## config.mk

```make
export PLATFORM = sky130hd
export DESIGN_NAME = midi_chord_strum_timing_core_flat
export DESIGN_NICKNAME = d
export VERILOG_FILES = /design/src/hdl/mcst_pkg.sv /design/src/hdl/mcst_in_if.sv /design/src/hdl/mcst_out_if.sv /design/src/hdl/mcst_lane.sv /design/src/hdl/mcst_merge.sv /design/src/hdl/mcst_div.sv /design/src/hdl/midi_chord_strum_timing_core.sv /design/src/flat_wrapper.sv
export SDC_FILE = /design/constraint.sdc
export NUM_CORES = 1
export LEC_CHECK = 0
export ABC_CLOCK_PERIOD_IN_PS = 8800
export BUFFER_PORTS_ARGS = -buffer_cell sky130_fd_sc_hd__clkbuf_2
export CORE_MARGIN = 2
export CORE_UTILIZATION = 62
export CTS_CLUSTER_DIAMETER = 50
export DETAILED_ROUTE_END_ITERATION = 16
export PLACE_DENSITY = 0.82
export SYNTH_ARGS = -nofsm -noshare
export SYNTH_HDL_FRONTEND = slang
export SYNTH_SLANG_ARGS = --single-unit
```

## constraint.sdc

```tcl
create_clock -name i_clk -period 8.8 [get_ports i_clk]
set_input_delay 1.76 -clock i_clk [delete_from_list [all_inputs] [get_ports i_clk]]
set_output_delay 1.76 -clock i_clk [all_outputs]
set_load 0.03 [all_outputs]
```

## src/hdl/mcst_pkg.sv

```systemverilog
`timescale 1ns / 1ps

package mcst_pkg;

    typedef logic [6:0] t_note;

    typedef struct packed {
        logic       cmd;
        logic [2:0] track;
        t_note      note;
        t_note      velocity;
        logic [2:0] chord_count;
        t_note      chord_note_0;
        t_note      chord_note_1;
        t_note      chord_note_2;
        t_note      chord_note_3;
        t_note      chord_note_4;
        t_note      chord_note_5;
    } t_in_item;

    typedef struct packed {
        logic [7:0] strum_delay;
        t_note      out_velocity;
    } t_out_item;

    localparam logic [2:0] CFG_ENABLE_MASK     = 3'd0;
    localparam logic [2:0] CFG_STRUM_TIMES     = 3'd1;
    localparam logic [2:0] CFG_DIRECTION_MODES = 3'd2;
    localparam logic [2:0] CFG_RAMP_MODES      = 3'd3;
    localparam logic [2:0] CFG_RAMP_PERCENTS   = 3'd4;

    localparam logic [7:0]  RST_ENABLE_MASK     = 8'd0;
    localparam logic [63:0] RST_STRUM_TIMES     = 64'd2170205185142300190;
    localparam logic [15:0] RST_DIRECTION_MODES = 16'd21845;
    localparam logic [15:0] RST_RAMP_MODES      = 16'd0;
    localparam logic [55:0] RST_RAMP_PERCENTS   = 56'd11347652604398100;

    localparam logic CMD_PROCESS = 1'b0;
    localparam logic CMD_RESET   = 1'b1;

    localparam logic [1:0] DIR_UP     = 2'd0;
    localparam logic [1:0] DIR_DOWN   = 2'd1;
    localparam logic [1:0] DIR_UPDOWN = 2'd2;
    localparam logic [1:0] DIR_RANDOM = 2'd3;

    localparam logic [1:0] RAMP_INC = 2'd1;
    localparam logic [1:0] RAMP_DEC = 2'd2;

    localparam logic [15:0] LFSR_SEED  = 16'hACE1;
    localparam logic [6:0]  PCT_MAX    = 7'd100;
    localparam logic [12:0] RECIP_100  = 13'd5243;
    localparam logic [6:0]  VEL_MIN    = 7'd1;
    localparam logic [6:0]  VEL_MAX    = 7'd127;

    localparam int DIV_W      = 16;
    localparam int DIV_BITS   = 4;
    localparam int DIV_CYCLES = DIV_W / DIV_BITS;

    typedef struct packed {
        logic             start;
        logic [DIV_W-1:0] dividend;
        logic [2:0]       divisor;
    } t_div_req;

    typedef struct packed {
        logic             done;
        logic [DIV_W-1:0] quotient;
        logic [2:0]       remainder;
    } t_div_rsp;

    typedef enum logic [3:0] {
        ST_IDLE,
        ST_CHECK,
        ST_MOD_WAIT,
        ST_DLY,
        ST_DLY_WAIT,
        ST_STP,
        ST_STP_WAIT,
        ST_VEL,
        ST_DONE
    } t_state;

    function automatic logic [15:0] lfsr_next(input logic [15:0] s);
        logic b;
        b = s[0] ^ s[2] ^ s[3] ^ s[5];
        return {b, s[15:1]};
    endfunction

endpackage

```

## src/hdl/mcst_in_if.sv

```systemverilog
`timescale 1ns / 1ps

interface mcst_in_if;
    logic                valid;
    logic                ready;
    mcst_pkg::t_in_item  data;

    modport source (output valid, output data, input ready);
    modport sink   (input valid, input data, output ready);
endinterface

```

## src/hdl/mcst_out_if.sv

```systemverilog
`timescale 1ns / 1ps

interface mcst_out_if;
    logic                valid;
    logic                ready;
    mcst_pkg::t_out_item data;

    modport source (output valid, output data, input ready);
    modport sink   (input valid, input data, output ready);
endinterface

```

## src/hdl/mcst_lane.sv

```systemverilog
`timescale 1ns / 1ps

module mcst_lane #(
    parameter int LANE = 0
) (
    input  logic               i_clk,
    input  logic               i_load,
    input  mcst_pkg::t_note    i_note,
    input  mcst_pkg::t_note    i_chord_note,
    input  logic [2:0]         i_count,
    output logic               o_hit
);
    import mcst_pkg::*;

    logic r_hit;

    always_ff @(posedge i_clk) begin
        if (i_load) begin
            r_hit <= (i_chord_note == i_note) && (3'(LANE) < i_count);
        end
    end

    assign o_hit = r_hit;

endmodule

```

## src/hdl/mcst_merge.sv

```systemverilog
`timescale 1ns / 1ps

module mcst_merge #(
    parameter int NOTE_LANES = 6
) (
    input  logic [NOTE_LANES-1:0] i_hit,
    output logic [2:0]            o_raw
);
    import mcst_pkg::*;

    // lowest matching lane wins, no match gives position zero
    always_comb begin
        o_raw = 3'd0;
        for (int i = NOTE_LANES - 1; i >= 0; i--) begin
            if (i_hit[i]) begin
                o_raw = 3'(i);
            end
        end
    end

endmodule

```

## src/hdl/mcst_div.sv

```systemverilog
`timescale 1ns / 1ps

module mcst_div (
    input  logic               i_clk,
    input  logic               i_rst_n,
    input  mcst_pkg::t_div_req i_req,
    output mcst_pkg::t_div_rsp o_rsp
);
    import mcst_pkg::*;

    localparam int CNT_W = (DIV_CYCLES > 1) ? $clog2(DIV_CYCLES) : 1;
    localparam logic [CNT_W-1:0] CNT_LAST = CNT_W'(DIV_CYCLES - 1);

    logic             r_busy;
    logic             r_done;
    logic [CNT_W-1:0] r_cnt;
    logic [DIV_W-1:0] r_num;
    logic [2:0]       r_rem;
    logic [2:0]       r_div;
    logic [DIV_W-1:0] n_num;
    logic [2:0]       n_rem;

    always_comb begin
        logic [3:0] t;
        n_num = r_num;
        n_rem = r_rem;
        for (int k = 0; k < DIV_BITS; k++) begin
            t     = {n_rem, n_num[DIV_W-1]};
            n_num = {n_num[DIV_W-2:0], 1'b0};
            if (t >= {1'b0, r_div}) begin
                n_rem    = 3'(t - {1'b0, r_div});
                n_num[0] = 1'b1;
            end else begin
                n_rem = t[2:0];
            end
        end
    end

    always_ff @(posedge i_clk) begin
        if (!i_rst_n) begin
            r_busy <= 1'b0;
            r_done <= 1'b0;
            r_cnt  <= '0;
        end else begin
            r_done <= 1'b0;
            if (i_req.start) begin
                r_busy <= 1'b1;
                r_cnt  <= '0;
            end else if (r_busy) begin
                r_cnt <= r_cnt + 1'b1;
                if (r_cnt == CNT_LAST) begin
                    r_busy <= 1'b0;
                    r_done <= 1'b1;
                end
            end
        end
    end

    always_ff @(posedge i_clk) begin
        if (i_req.start) begin
            r_num <= i_req.dividend;
            r_rem <= 3'd0;
            r_div <= i_req.divisor;
        end else if (r_busy) begin
            r_num <= n_num;
            r_rem <= n_rem;
        end
    end

    assign o_rsp.done      = r_done;
    assign o_rsp.quotient  = r_num;
    assign o_rsp.remainder = r_rem;

endmodule

```

## src/hdl/midi_chord_strum_timing_core.sv

```systemverilog
`timescale 1ns / 1ps
// Channel   Dir  Handshake        Payload
// i_in      in   valid / ready    t_in_item: cmd, track, note, velocity, chord
// o_out     out  valid / ready    t_out_item: strum_delay, out_velocity
// i_cfg_*   in   write enable     register index, 64-bit data
// One transaction at a time. Pass-through and reset items go from ST_CHECK to ST_DONE, which
// loads the output register and returns to ST_IDLE; processed notes first pass ST_DLY, ST_STP
// and ST_VEL with their waits, random mode also ST_MOD_WAIT. The shared 4-bits-per-cycle
// divider serves up to three divisions per note. Synchronous active-low reset restores register
// defaults, flags and LFSR. A finished result waits in the output register while the next item
// is taken; a second one holds in its final state until the output register frees.

module midi_chord_strum_timing_core #(
    parameter int TRACKS     = 8,
    parameter int NOTE_LANES = 6
) (
    input  logic        i_clk,
    input  logic        i_rst_n,
    mcst_in_if.sink     i_in,
    mcst_out_if.source  o_out,
    input  logic        i_cfg_we,
    input  logic [2:0]  i_cfg_idx,
    input  logic [63:0] i_cfg_data
);
    import mcst_pkg::*;

    localparam logic [3:0] TRACKS_W = 4'(TRACKS);
    localparam logic [2:0] NOTES_W  = 3'(NOTE_LANES);

    logic [7:0]  r_enable_mask;
    logic [63:0] r_strum_times;
    logic [15:0] r_direction_modes;
    logic [15:0] r_ramp_modes;
    logic [55:0] r_ramp_percents;

    t_state            r_state;
    t_state            n_state;
    logic [TRACKS-1:0] r_flags;
    logic [TRACKS-1:0] n_flags;
    logic [15:0]       r_lfsr;
    logic [15:0]       n_lfsr;
    logic              r_out_valid;
    t_out_item         r_out_data;

    logic        r_cmd;
    logic [2:0]  r_track;
    t_note       r_vel;
    logic [2:0]  r_size;
    logic [2:0]  r_pos;
    logic [13:0] r_vp;
    t_note       r_max;
    logic [7:0]  r_step;
    logic [7:0]  r_res_delay;
    t_note       r_res_vel;

    logic              w_accept;
    logic              w_out_load;
    t_div_req          w_div_req;
    t_div_rsp          w_div_rsp;
    t_note             w_chord [6];
    logic [NOTE_LANES-1:0] w_hit;
    logic [2:0]        w_raw;
    logic [2:0]        w_size_m1;
    logic [1:0]        w_dir;
    logic [1:0]        w_ramp;
    logic [7:0]        w_time;
    t_note             w_pct;
    logic              w_pass;
    logic              w_flag_cur;
    logic              w_toggle;
    logic [2:0]        w_pos_fixed;
    logic [26:0]       w_max_prod;
    logic signed [11:0] w_v;
    t_note             w_vel_ramped;

    assign w_chord[0] = i_in.data.chord_note_0;
    assign w_chord[1] = i_in.data.chord_note_1;
    assign w_chord[2] = i_in.data.chord_note_2;
    assign w_chord[3] = i_in.data.chord_note_3;
    assign w_chord[4] = i_in.data.chord_note_4;
    assign w_chord[5] = i_in.data.chord_note_5;

    assign w_accept = i_in.valid && i_in.ready;

    genvar g;
    generate
        for (g = 0; g < NOTE_LANES; g++) begin : g_lane
            mcst_lane #(.LANE(g)) u_lane (
                .i_clk        (i_clk),
                .i_load       (w_accept),
                .i_note       (i_in.data.note),
                .i_chord_note (w_chord[g]),
                .i_count      (i_in.data.chord_count),
                .o_hit        (w_hit[g])
            );
        end
    endgenerate

    mcst_merge #(.NOTE_LANES(NOTE_LANES)) u_merge (
        .i_hit (w_hit),
        .o_raw (w_raw)
    );

    mcst_div u_div (
        .i_clk   (i_clk),
        .i_rst_n (i_rst_n),
        .i_req   (w_div_req),
        .o_rsp   (w_div_rsp)
    );

    assign w_size_m1 = r_size - 3'd1;
    assign w_dir     = r_direction_modes[2*r_track +: 2];
    assign w_ramp    = r_ramp_modes[2*r_track +: 2];
    assign w_time    = r_strum_times[8*r_track +: 8];
    assign w_pct     = (r_ramp_percents[7*r_track +: 7] > PCT_MAX) ?
                       PCT_MAX : r_ramp_percents[7*r_track +: 7];

    assign w_pass = (r_cmd == CMD_RESET) || ({1'b0, r_track} >= TRACKS_W) ||
                    !r_enable_mask[r_track] || (r_size < 3'd2) || (r_size > NOTES_W);

    always_comb begin
        w_flag_cur = 1'b0;
        for (int t = 0; t < TRACKS; t++) begin
            if (r_track == 3'(t)) begin
                w_flag_cur = r_flags[t];
            end
        end
    end

    assign w_toggle = (w_raw == w_size_m1);

    always_comb begin
        case (w_dir)
            DIR_UP:     w_pos_fixed = w_raw;
            DIR_DOWN:   w_pos_fixed = w_size_m1 - w_raw;
            DIR_UPDOWN: w_pos_fixed = w_flag_cur ? (w_size_m1 - w_raw) : w_raw;
            default:    w_pos_fixed = w_raw;
        endcase
    end

    always_comb begin
        n_flags = r_flags;
        if (r_state == ST_CHECK) begin
            for (int t = 0; t < TRACKS; t++) begin
                if (r_track == 3'(t)) begin
                    if (r_cmd == CMD_RESET) begin
                        n_flags[t] = 1'b0;
                    end else if (!w_pass && w_dir == DIR_UPDOWN && w_toggle) begin
                        n_flags[t] = ~r_flags[t];
                    end
                end
            end
        end
    end

    always_comb begin
        n_lfsr = r_lfsr;
        if (r_state == ST_CHECK && !w_pass && w_dir == DIR_RANDOM) begin
            n_lfsr = lfsr_next(r_lfsr);
        end
    end

    assign w_max_prod = 27'(r_vp) * 27'(RECIP_100);

    always_comb begin
        logic signed [11:0] sp;
        sp = $signed(12'(11'(r_step) * 11'(r_pos)));
        if (w_ramp == RAMP_INC) begin
            w_v = $signed({5'd0, r_vel}) - $signed({5'd0, r_max}) + sp;
        end else begin
            w_v = $signed({5'd0, r_vel}) + $signed({5'd0, r_max}) - sp;
        end
        if (w_ramp != RAMP_INC && w_ramp != RAMP_DEC) begin
            w_vel_ramped = r_vel;
        end else if (w_v < $signed(12'd1)) begin
            w_vel_ramped = VEL_MIN;
        end else if (w_v > $signed(12'd127)) begin
            w_vel_ramped = VEL_MAX;
        end else begin
            w_vel_ramped = w_v[6:0];
        end
    end

    always_comb begin
        n_state = r_state;
        case (r_state)
            ST_IDLE: begin
                if (w_accept) n_state = ST_CHECK;
            end
            ST_CHECK: begin
                if (w_pass) begin
                    n_state = ST_DONE;
                end else if (w_dir == DIR_RANDOM) begin
                    n_state = ST_MOD_WAIT;
                end else begin
                    n_state = ST_DLY;
                end
            end
            ST_MOD_WAIT: begin
                if (w_div_rsp.done) n_state = ST_DLY;
            end
            ST_DLY:      n_state = ST_DLY_WAIT;
            ST_DLY_WAIT: begin
                if (w_div_rsp.done) n_state = ST_STP;
            end
            ST_STP:      n_state = ST_STP_WAIT;
            ST_STP_WAIT: begin
                if (w_div_rsp.done) n_state = ST_VEL;
            end
            ST_VEL:      n_state = ST_DONE;
            ST_DONE: begin
                if (w_out_load) n_state = ST_IDLE;
            end
            default:     n_state = ST_IDLE;
        endcase
    end

    always_comb begin
        i_in.ready         = 1'b0;
        w_out_load         = 1'b0;
        w_div_req.start    = 1'b0;
        w_div_req.dividend = '0;
        w_div_req.divisor  = w_size_m1;
        case (r_state)
            ST_IDLE: i_in.ready = 1'b1;
            ST_CHECK: begin
                w_div_req.start    = !w_pass && (w_dir == DIR_RANDOM);
                w_div_req.dividend = lfsr_next(r_lfsr);
                w_div_req.divisor  = r_size;
            end
            ST_DLY: begin
                w_div_req.start    = 1'b1;
                w_div_req.dividend = DIV_W'(11'(w_time) * 11'(r_pos));
            end
            ST_STP: begin
                w_div_req.start    = 1'b1;
                w_div_req.dividend = DIV_W'({r_max, 1'b0});
            end
            ST_DONE: w_out_load = !r_out_valid || o_out.ready;
            default: ;
        endcase
    end

    always_ff @(posedge i_clk) begin
        if (!i_rst_n) begin
            r_state           <= ST_IDLE;
            r_flags           <= '0;
            r_lfsr            <= LFSR_SEED;
            r_out_valid       <= 1'b0;
            r_enable_mask     <= RST_ENABLE_MASK;
            r_strum_times     <= RST_STRUM_TIMES;
            r_direction_modes <= RST_DIRECTION_MODES;
            r_ramp_modes      <= RST_RAMP_MODES;
            r_ramp_percents   <= RST_RAMP_PERCENTS;
        end else begin
            r_state <= n_state;
            r_flags <= n_flags;
            r_lfsr  <= n_lfsr;
            if (w_out_load) begin
                r_out_valid <= 1'b1;
            end else if (o_out.ready) begin
                r_out_valid <= 1'b0;
            end
            if (i_cfg_we) begin
                case (i_cfg_idx)
                    CFG_ENABLE_MASK:     r_enable_mask     <= i_cfg_data[7:0];
                    CFG_STRUM_TIMES:     r_strum_times     <= i_cfg_data;
                    CFG_DIRECTION_MODES: r_direction_modes <= i_cfg_data[15:0];
                    CFG_RAMP_MODES:      r_ramp_modes      <= i_cfg_data[15:0];
                    CFG_RAMP_PERCENTS:   r_ramp_percents   <= i_cfg_data[55:0];
                    default: ;
                endcase
            end
        end
    end

    always_ff @(posedge i_clk) begin
        if (w_accept) begin
            r_cmd   <= i_in.data.cmd;
            r_track <= i_in.data.track;
            r_vel   <= i_in.data.velocity;
            r_size  <= i_in.data.chord_count;
        end
        case (r_state)
            ST_CHECK: begin
                r_pos       <= w_pos_fixed;
                r_vp        <= 14'(r_vel) * 14'(w_pct);
                r_res_delay <= 8'd0;
                r_res_vel   <= r_vel;
            end
            ST_MOD_WAIT: begin
                if (w_div_rsp.done) r_pos <= w_div_rsp.remainder;
            end
            ST_DLY: r_max <= w_max_prod[25:19];
            ST_DLY_WAIT: begin
                if (w_div_rsp.done) r_res_delay <= w_div_rsp.quotient[7:0];
            end
            ST_STP_WAIT: begin
                if (w_div_rsp.done) r_step <= w_div_rsp.quotient[7:0];
            end
            ST_VEL: r_res_vel <= w_vel_ramped;
            default: ;
        endcase
        if (w_out_load) begin
            r_out_data.strum_delay  <= r_res_delay;
            r_out_data.out_velocity <= r_res_vel;
        end
    end

    assign o_out.valid = r_out_valid;
    assign o_out.data  = r_out_data;

endmodule

```

## src/flat_wrapper.sv

```systemverilog
// flat-port wrapper written by rule: the top's interface ports become plain ports
module midi_chord_strum_timing_core_flat import mcst_pkg::*;
#(
    parameter int TRACKS     = 8,
    parameter int NOTE_LANES = 6
)
  (i_clk, i_rst_n, i_cfg_we, i_cfg_idx, i_cfg_data, i_in_valid, i_in_data, i_in_ready, o_out_valid, o_out_data, o_out_ready);
  mcst_in_if i_in_i ();
  mcst_out_if o_out_i ();
  input  logic i_clk;
  input  logic i_rst_n;
  input  logic i_cfg_we;
  input  logic [2:0] i_cfg_idx;
  input  logic [63:0] i_cfg_data;
  input wire logic [$bits(i_in_i.valid)-1:0] i_in_valid;
  input wire logic [$bits(i_in_i.data)-1:0] i_in_data;
  output wire logic [$bits(i_in_i.ready)-1:0] i_in_ready;
  output wire logic [$bits(o_out_i.valid)-1:0] o_out_valid;
  output wire logic [$bits(o_out_i.data)-1:0] o_out_data;
  input wire logic [$bits(o_out_i.ready)-1:0] o_out_ready;
  assign i_in_i.valid = i_in_valid;
  assign i_in_i.data = i_in_data;
  assign i_in_ready = i_in_i.ready;
  assign o_out_valid = o_out_i.valid;
  assign o_out_data = o_out_i.data;
  assign o_out_i.ready = o_out_ready;
  midi_chord_strum_timing_core #(.TRACKS(TRACKS), .NOTE_LANES(NOTE_LANES)) u_core (.i_clk(i_clk), .i_rst_n(i_rst_n), .i_in(i_in_i), .o_out(o_out_i), .i_cfg_we(i_cfg_we), .i_cfg_idx(i_cfg_idx), .i_cfg_data(i_cfg_data));
endmodule
```

==> run_results.csv <==
group,metric,value,unit
yosys,synthFlopType,"dfxtp_1",
grt,grt_first_pass_wirelength,81800,um
yosys,avgSynthCellArea,9.34,um^2
final_layout,fin_nets,2766,
worst_hold_path,whs_path_depth,0,
worst_setup_path,path_cells,"buf_4 > mux4_2 > mux2i_1 > a31oi_1 > nor2b_1 > nand2b_1 > fa_1 > fa_1 > inv_1 > fa_1 > inv_1 > fa_1 > inv_1 > ha_1 > a21oi_1 > nor2b_1 > o21a_1 > o31a_1 > o41ai_1 > xnor2_1",
final_layout,syn_to_final_growth,11.1,%
clock_network,ctsRootBufferMaster,"clkbuf_16",
timing,clock_skew,0.0159,ns
worst_setup_path,crit_start,"u_core.r_track[0]$_DFFE_PP_",
clock_network,cts.clk_slew.worst_paths,0.06,ns
clock_network,clkSinkCount,297,
final_layout,n_fill_cell,2451,
yosys,synth_area,20700,um^2
place,io_buffers,151,
timing,finalSetupViolations,0,
floorplanning,initial_utilization,0.632,
worst_setup_path,path_max_fanout,24,
yosys,yosysUniqueCellTypes,82,
worst_setup_path,worstPathRequired,9.06,ns
yosys,synthArstFlopShare,0,
drt,drtPass1Iterations,9,
yosys,ys_top_cells_by_count,"nand2_1 (446), inv_1 (226), ha_1 (201), dfxtp_1 (196), a21oi_1 (173)",
yosys,yosys_warnings,0,
drt,wl_per_cell,17.8,um
clock_network,htreeDepth,2,
clock_network,post_cts_buffers,0,
grt,grt_max_degree,110,
worst_setup_path,cpMostUsedCell,"fa_1",
worst_setup_path,cpMaxStageDelayCell,"mux4_2",
status,status,"finished, final reports clean",
timing,hold_violations,0,
flow_run,cap_violations,0,
floorplanning,die_h,187,um
place,hpwl,37600,um
grt,grt_pass1_vias,16700,
worst_hold_path,hp-start,"u_core.r_res_delay[3]$_SDFFCE_PN0P_",
timing,period_share,0.752,
final_layout,final_util,0.702,
timing,maxSlewHeadroom,0.233,
place,gp_congestion,0.922,
timing,setup_tns,0,ns
pwr,total_power,6.40,mW
worst_hold_path,hp-class,"reg -> reg",
drt,drc,0,
yosys,synth_edf_count,101,
yosys,synth_top_area_cell,"dfxtp_1",
yosys,syn-num-nets,2659,
yosys,synth-seq-cells,297,
drt,drt_iter0_drc,1399,
grt,gr-total-overflow,0,
worst_setup_path,r2r-start,"u_core.r_track[0]$_DFFE_PP_",
yosys,synth-seq-area-share,0.336,
clock_network,clk_path_buf_depth,3,
worst_setup_path,cp.arrival,6.89,ns
worst_setup_path,critPathCaptureType,"flop",
drt,via_per_inst,5.85,
floorplanning,die_w,187,um
pwr,power.density,279,nW/um^2
clock_network,cts_hold_buf,0,
grt,track_usage,0.287,
clock_network,clock_latency,0.53,ns
clock_network,cts_resized,0,
timing,fmax,151,MHz
yosys,synth_top_area_frac,0.190,
floorplanning,dieArea,34800,um^2
timing,slew_violations,0,
worst_setup_path,crit_type,"reg -> reg",
final_layout,drive_above_1_share,0.132,
timing,fin_crit,6.62,ns
timing,worst_pin_slew,1.15,ns
worst_setup_path,cp-start-kind,"flop",
floorplanning,ioPinCount,152,
floorplanning,core,32700,um^2
pwr,p_leak,10.2,nW
yosys,synth_cells,2214,
drt,vias,16302,
clock_network,cts_tree,"built",
yosys,netlist_top_cells_area,"dfxtp_1 (19%), edfxtp_1 (15%), ha_1 (12%), fa_1 (11%), nand2_1 (8.1%)",
grt,antenna_found_initial,0,
clock_network,numCtsBuffers,37,
drt,antenna_left,0,
timing,rsz0062_at_grt,"no",
yosys,yosysMostFrequentCell,"nand2_1",
worst_setup_path,r2r_cells,20,
drt,wirelength,49600,um
pwr,ir_drop,0.367,mV
final_layout,n_antenna_cell,0,
floorplanning,rows,66,
worst_setup_path,max_stage_delay,0.55,ns
==> final timing paths <==
check | end | slack [ns]
worst min-delay path | u_core.o_out.data[10]$_DFFE_PP_ | 0.42
worst max-delay path | u_core.r_vp[13]$_DFFE_PP_ | 2.18
worst max register to register | u_core.r_vp[13]$_DFFE_PP_ | 2.18
worst min register to register | u_core.o_out.data[10]$_DFFE_PP_ | 0.42
==> through the flow <==
stage	std cells	hold slack, ns	cell area, um^2	setup slack [ns]
finish	2789	0.416	23000	2.18
global placement	2724	0.401	21700	2.35
detailed placement	2724	0.405	21700	2.19
floorplan	2214	0.400	20700	2.63
CTS	2789	0.418	23000	2.17
global route	2789	0.421	23000	1.73
==> sequential cells by signal (all words and copies together) (netlist names), 14 cells and up <==
register                  count
u_core.r_direction_modes     16
u_core.o_out.data            15
u_core.r_ramp_percents       56
u_core.u_div.r_num           16
u_core.r_vp                  14
u_core.r_strum_times         64
u_core.r_lfsr                16
u_core.r_ramp_modes          16
==> metal layers <==
layer / part of all wire / routed length, um / GRT usage / vias to the layer above
met5: 0 / 0 / 0 / -
met2: 0.50 / 24600 / 0.503 / 608
met1: 0.41 / 20300 / 0.366 / 7886
li1: - / - / - / 7692
met3: 0.060 / 2980 / 0.0354 / 116
met4: 0.035 / 1730 / 0.107 / 0
==> cells in the final DEF, fill, tap and decap left out, types with 19 or more instances in the layout <==
master | synthesis | layout
ha_1 | 201 | 201
nor2b_1 | 19 | 19
nand2_1 | 446 | 446
nor3_1 | 23 | 22
fa_1 | 109 | 109
and2_1 | 51 | 51
mux2i_1 | 20 | 20
a21oi_1 | 173 | 173
dfxtp_1 | 196 | 196
xnor2_1 | 72 | 72
o21ai_0 | 22 | 22
xor2_1 | 35 | 35
mux4_2 | 42 | 42
clkbuf_16 | 0 | 39
edfxtp_1 | 101 | 101
nor2_1 | 81 | 81
clkbuf_2 | 2 | 151
nand3_1 | 73 | 72
inv_1 | 226 | 225
==> logic make-up after synthesis <==
logic type,synth area share
simple gates,0.163
compound gates,0.104
buf+inv,0.0597
fa+ha+maj,0.227
flops,0.336
xor+xnor,0.0464
mux,0.0636
==> layout make-up <==
type                    count  area, um^2  share of cell area
clock buffers              51        1100              0.0479
clock inverters            14         143             0.00621
inverters                 227         853              0.0371
well taps                 442         553              0.0241
multi-input cells        1593       12500               0.544
flip-flops and latches    297        6960               0.303
repair buffers            165         861              0.0375
==> critical path: cells and delay by family (launching register included) <==
| family | cells | cell delay [ns] |
|---|---|---|
| flip-flops | 1 | 0.33 |
| multiplexers | 2 | 0.95 |
| buffers and inverters | 4 | 0.56 |
| adder cells (fa/ha/maj) | 5 | 2.32 |
| XOR/XNOR | 1 | 0.10 |
| AO/OA/AOI/OAI | 5 | 1.37 |
| AND/OR/NAND/NOR | 3 | 0.72 |
==> power by group <==
group / leakage, nW / switching [mW] / internal (mW) / total, mW
logic: 7.08 / 1.81 / 1.45 / 3.26
registers: 2.52 / 0.0813 / 1.55 / 1.63
clock network: 0.615 / 0.596 / 0.915 / 1.51
total: 10.2 / 2.49 / 3.91 / 6.40
Power figures use the tool's default switching activity.
